$ cat src/design/tpm_pkg.sv
package tpm_pkg;

    // Field widths fixed by the word format
    localparam int COEF_W  = 32;
    localparam int INDEX_W = 6;

    // Input word: one coefficient pair
    typedef struct packed {
        logic signed [COEF_W-1:0] coef_a;
        logic signed [COEF_W-1:0] coef_b;
        logic                     in_last;
    } tpm_in_t;

    // Output word: one product coefficient
    typedef struct packed {
        logic signed [COEF_W-1:0] prod_coef;
        logic [INDEX_W-1:0]       prod_index;
        logic                     out_last;
    } tpm_out_t;

    // Per-cell control from the sequencer
    typedef struct packed {
        logic load;   // capture coef_a into this cell
        logic shift;  // take b from the left neighbor
        logic clear;  // zero the stored coefficients
    } tpm_cell_ctl_t;

    // Sequencer states
    typedef enum logic [1:0] {
        ST_IDLE = 2'b01,
        ST_BUSY = 2'b10
    } tpm_state_t;

endpackage

$ cat src/design/tpm_cell.sv
module tpm_cell (
    input  logic                        clk,
    input  logic                        rst_n,
    input  tpm_pkg::tpm_cell_ctl_t      ctl,
    input  logic [tpm_pkg::COEF_W-1:0]  coef_a,
    input  logic [tpm_pkg::COEF_W-1:0]  b_in,
    input  logic [tpm_pkg::COEF_W-1:0]  psum_in,
    output logic [tpm_pkg::COEF_W-1:0]  b_out,
    output logic [tpm_pkg::COEF_W-1:0]  psum_out
);
    import tpm_pkg::*;

    logic [COEF_W-1:0] a_reg;
    logic [COEF_W-1:0] b_reg;
    logic [COEF_W-1:0] prod_reg;
    logic [COEF_W-1:0] psum_reg;

    // Hold this cell's a coefficient; pass b along the delay line
    always_ff @(posedge clk or negedge rst_n)
    begin
        if (!rst_n)
        begin
            a_reg <= '0;
            b_reg <= '0;
        end
        else if (ctl.clear)
        begin
            a_reg <= '0;
            b_reg <= '0;
        end
        else
        begin
            if (ctl.load)
            begin
                a_reg <= coef_a;
            end
            if (ctl.shift)
            begin
                b_reg <= b_in;
            end
        end
    end

    // Form the low product word, then add it to the running sum from the left
    always_ff @(posedge clk)
    begin
        prod_reg <= a_reg * b_reg;
        psum_reg <= psum_in + prod_reg;
    end

    assign b_out    = b_reg;
    assign psum_out = psum_reg;

endmodule

$ cat config.mk
export PLATFORM = sky130hd
export DESIGN_NAME = tpm_cell
export DESIGN_NICKNAME = d
export VERILOG_FILES = /design/src/design/tpm_pkg.sv /design/src/design/tpm_cell.sv
export SDC_FILE = /design/constraint.sdc
export NUM_CORES = 1
export LEC_CHECK = 0
export BUFFER_PORTS_ARGS = -buffer_cell sky130_fd_sc_hd__buf_2
export CORE_ASPECT_RATIO = 0.8
export CORE_MARGIN = 2
export CORE_UTILIZATION = 63
export CTS_CLUSTER_DIAMETER = 40
export CTS_CLUSTER_SIZE = 12
export DETAILED_ROUTE_END_ITERATION = 16
export PLACE_DENSITY_LB_ADDON = 0.25
export SYNTH_ARGS = -nofsm -noshare
export SYNTH_HDL_FRONTEND = slang
export SYNTH_SLANG_ARGS = --single-unit
$ cat constraint.sdc
create_clock -name clk -period 7.2 [get_ports clk]
set_input_delay 0.72 -clock clk [delete_from_list [all_inputs] [get_ports clk]]
set_output_delay 0.72 -clock clk [all_outputs]
set_load 0.005 [all_outputs]
==> impl_metrics.yaml <==
clocking:
  insertion_delay_ps: 460
  cts.sinks: 128
  tritoncts.num_buffers: 17
  root_buffer: "clkbuf_16"
  cts_buffer_depth: 2
  cts_tree: "built"
  clk_pin_slew_ps: 70
  htreeDepth: 4
critical_path:
  path_max_fanout: 14
  required_ps: 7540
  timing.rr.start: "b_out[9]"
  reg2regPathDepth: 22
  crit_path_start_kind: "register"
  crit_arrival_ps: 7320
  cp-end-kind: "register"
  crit_type: "reg2reg"
  reg2reg_to: "prod_reg[30]"
  reg2reg_slack_ps: 220
synthesis:
  netlist_instances: 2227
  ys.flop_type: "dfxtp_1"
  avgSynthCellArea_um2: 9.44
  synth_seq_cells: 128
  netlist-cell-type-count: 58
  ys_seq_area_share_pct: 13.7
  syn_area_um2: 21000
  yosysWarnings: 0
  synth_fp_nets: 2891
  synth-edff-count: 0
  postSynth.asyncResetShare_pct: 50.0
pwr:
  pwr-share-clk_pct: 23.4
  power.switching_w: 0.00168
  finalPower_w: 0.00397
  power.leakage_nw: 11.7
  power_frac_comb_pct: 51.2
  internal-power_w: 0.00228
  peakVddDrop_v: 0.000184
  power_frac_seq_pct: 25.4
  powerDensity_nw_per_um2: 171
  p_sw_share_pct: 42.5
detailed_routing:
  wire_per_inst_um: 20.1
  dr.pass1.iters: 5
  remaining_drc_errors: 0
  final_antenna_net_count: 0
  vias_per_cell: 5.63
  num_vias: 15800
  drt_iter0_markers: 1286
  drt-total-wl_mm: 56.5
timing:
  tightest_slew_ps: 1030
  drv_slew: 0
  skew_ps: 15.0
  setup_viol: 0
  slew-limit-headroom_pct: 31.4
  period_minus_slack_ps: 6980
  fmax_mhz: 143
  fin_ws_ps: 216
  hold_viol: 0
  min_period_over_period_pct: 97.0
hold_path:
  hp-class: "in2async"
placed_design:
  place_area_um2: 22500
  place.gp.congestion: 0.953
  place_hpwl_mm: 45.7
  dp_slack_ps: 34.9
  numPortBuffers: 164
grt:
  grt_pass1_vias: 16700
  grt_first_pass_wirelength_mm: 90.5
  grt_max_degree: 65
  antenna_found_initial: 0
  grt_overflow_total: 0
  grt_usage_pct: 34.1
cells_and_area:
  stdcell_area_um2: 23200
  fin_nets: 3037
  syn_to_final_growth_pct: 10.4
  drive_above_1_share_pct: 12.8
  final_util_pct: 71.0
  n_fill_cell: 2469
floorplan:
  fp-row-count: 59
  fp.dieH_um: 167
  start_util_pct: 64.3
  coreArea_um2: 32700
  ios: 165
  die_x_um: 208
  die_area_um2: 34800
job:
  cap_violations: 0
outcome:
  status: "finished, final reports clean"
==> logic make-up after synthesis <==
logic type / Yosys count / synth area share [%]
flops: 128 / 13.7
compound gates: 140 / 4.51
buf+inv: 516 / 9.22
fa+ha+maj: 563 / 48.1
simple gates: 705 / 16.7
xor+xnor: 111 / 4.63
mux: 64 / 3.05
==> power by group through the flow <==
| stage | Combinational (W) | Sequential [W] | Clock (W) |
|---|---|---|---|
| final | 0.00203 | 0.00101 | 0.000926 |
| after global routing | 0.00227 | 0.00102 | 0.000969 |
| after CTS | 0.00201 | 0.00101 | 0.000941 |
| after detailed placement | 0.00201 | 0.00102 | 0 |
| after global placement | 0.00193 | 0.00102 | 0 |
| after floorplan | 0.00139 | 0.000971 | 0 |
==> synth_stat cells (22+ instances only) <==
library cell / number / share of area (%)
fa_1: 409 / 39
inv_1: 407 / 7.3
nand2_1: 276 / 4.9
and2_1: 272 / 8.1
ha_1: 154 / 9.2
clkbuf_1: 100 / 1.8
nor2_1: 90 / 1.6
xnor2_1: 84 / 3.5
dfrtp_1: 64 / 7.6
dfxtp_1: 64 / 6.1
mux2i_1: 64 / 3.0
a21oi_1: 44 / 1.0
xor2_1: 27 / 1.1
a21o_1: 22 / 0.79
o21ai_0: 22 / 0.52
==> worst max path at each step <==
stage	start	end	slack (ps)
after floorplan	b_out[5]	prod_reg[28]	570
after global placement	a_reg[15]	prod_reg[30]	260
after detailed placement	a_reg[15]	prod_reg[28]	30
after CTS	a_reg[15]	prod_reg[28]	1
after global routing	b_out[9]	prod_reg[30]	-50
final	b_out[9]	prod_reg[30]	220
==> routing by layer <==
| metal | part of all wire, % | GRT usage, % | vias to the layer above |
|---|---|---|---|
| li1 | - | - | 6999 |
| met1 | 44 | 49.8 | 7991 |
| met2 | 43 | 49.9 | 744 |
| met3 | 11 | 10.3 | 95 |
| met4 | 2.4 | 9.38 | 0 |
| met5 | 0 | 0 | - |
==> worst max-delay path, cell delays in order, from the launching register on <==
cell,delay (ps)
dfrtp_2,540
buf_4,260
and2_1,180
fa_1,450
fa_1,590
inv_1,70
fa_1,530
inv_1,50
fa_1,510
inv_1,70
fa_1,550
fa_1,430
fa_1,460
fa_1,510
inv_1,60
ha_1,350
a21o_1,220
nand2_1,60
nand2_1,50
a21oi_1,320
nor3b_1,110
a2111oi_1,380
nand3_1,110
==> area by class of cell <==
cell class / instances / area [um2] / area share, %
multi-input combinational: 1583 / 16200 / 69.8
tap: 427 / 534 / 2.30
sequential: 128 / 2900 / 12.5
clock inverter: 15 / 185 / 0.798
antenna: 1 / 2.50 / 0.0108
clock buffer: 17 / 425 / 1.83
inverter: 407 / 1530 / 6.58
timing repair buffer: 236 / 1420 / 6.14
==> what timing repair did <==
action	4_1_cts	5_1_grt
endpoints found under the setup margin	0	5
hold buffers	0	0
resized for setup	0	19
buffers inserted	0	3
==> cell usage in the layout, fill, tap and decap left out, types with 7 or more instances in the layout <==
master	instances
buf_4	67
o21ai_0	22
dfrtp_1	48
buf_2	164
nor2_1	90
ha_1	153
mux2i_1	64
inv_1	407
o21a_1	7
nor2b_1	10
nand4_1	7
xnor2_1	84
a21o_1	22
dfxtp_1	64
nand2_1	276
nand3_1	10
clkbuf_16	17
dfrtp_2	16
xor2_1	27
inv_8	7
fa_1	409
a21oi_1	44
nor3_1	10
and2_1	272
==> stage by stage <==
step	TNS [ps]	std cells	hold WS, ps
global route	-46.6	2813	464
CTS	0	2810	460
floorplan	0	2227	420
finish	0	2814	437
global placement	0	2778	430
detailed placement	0	2778	443
Note: power is estimated with default switching activity, not from simulation.
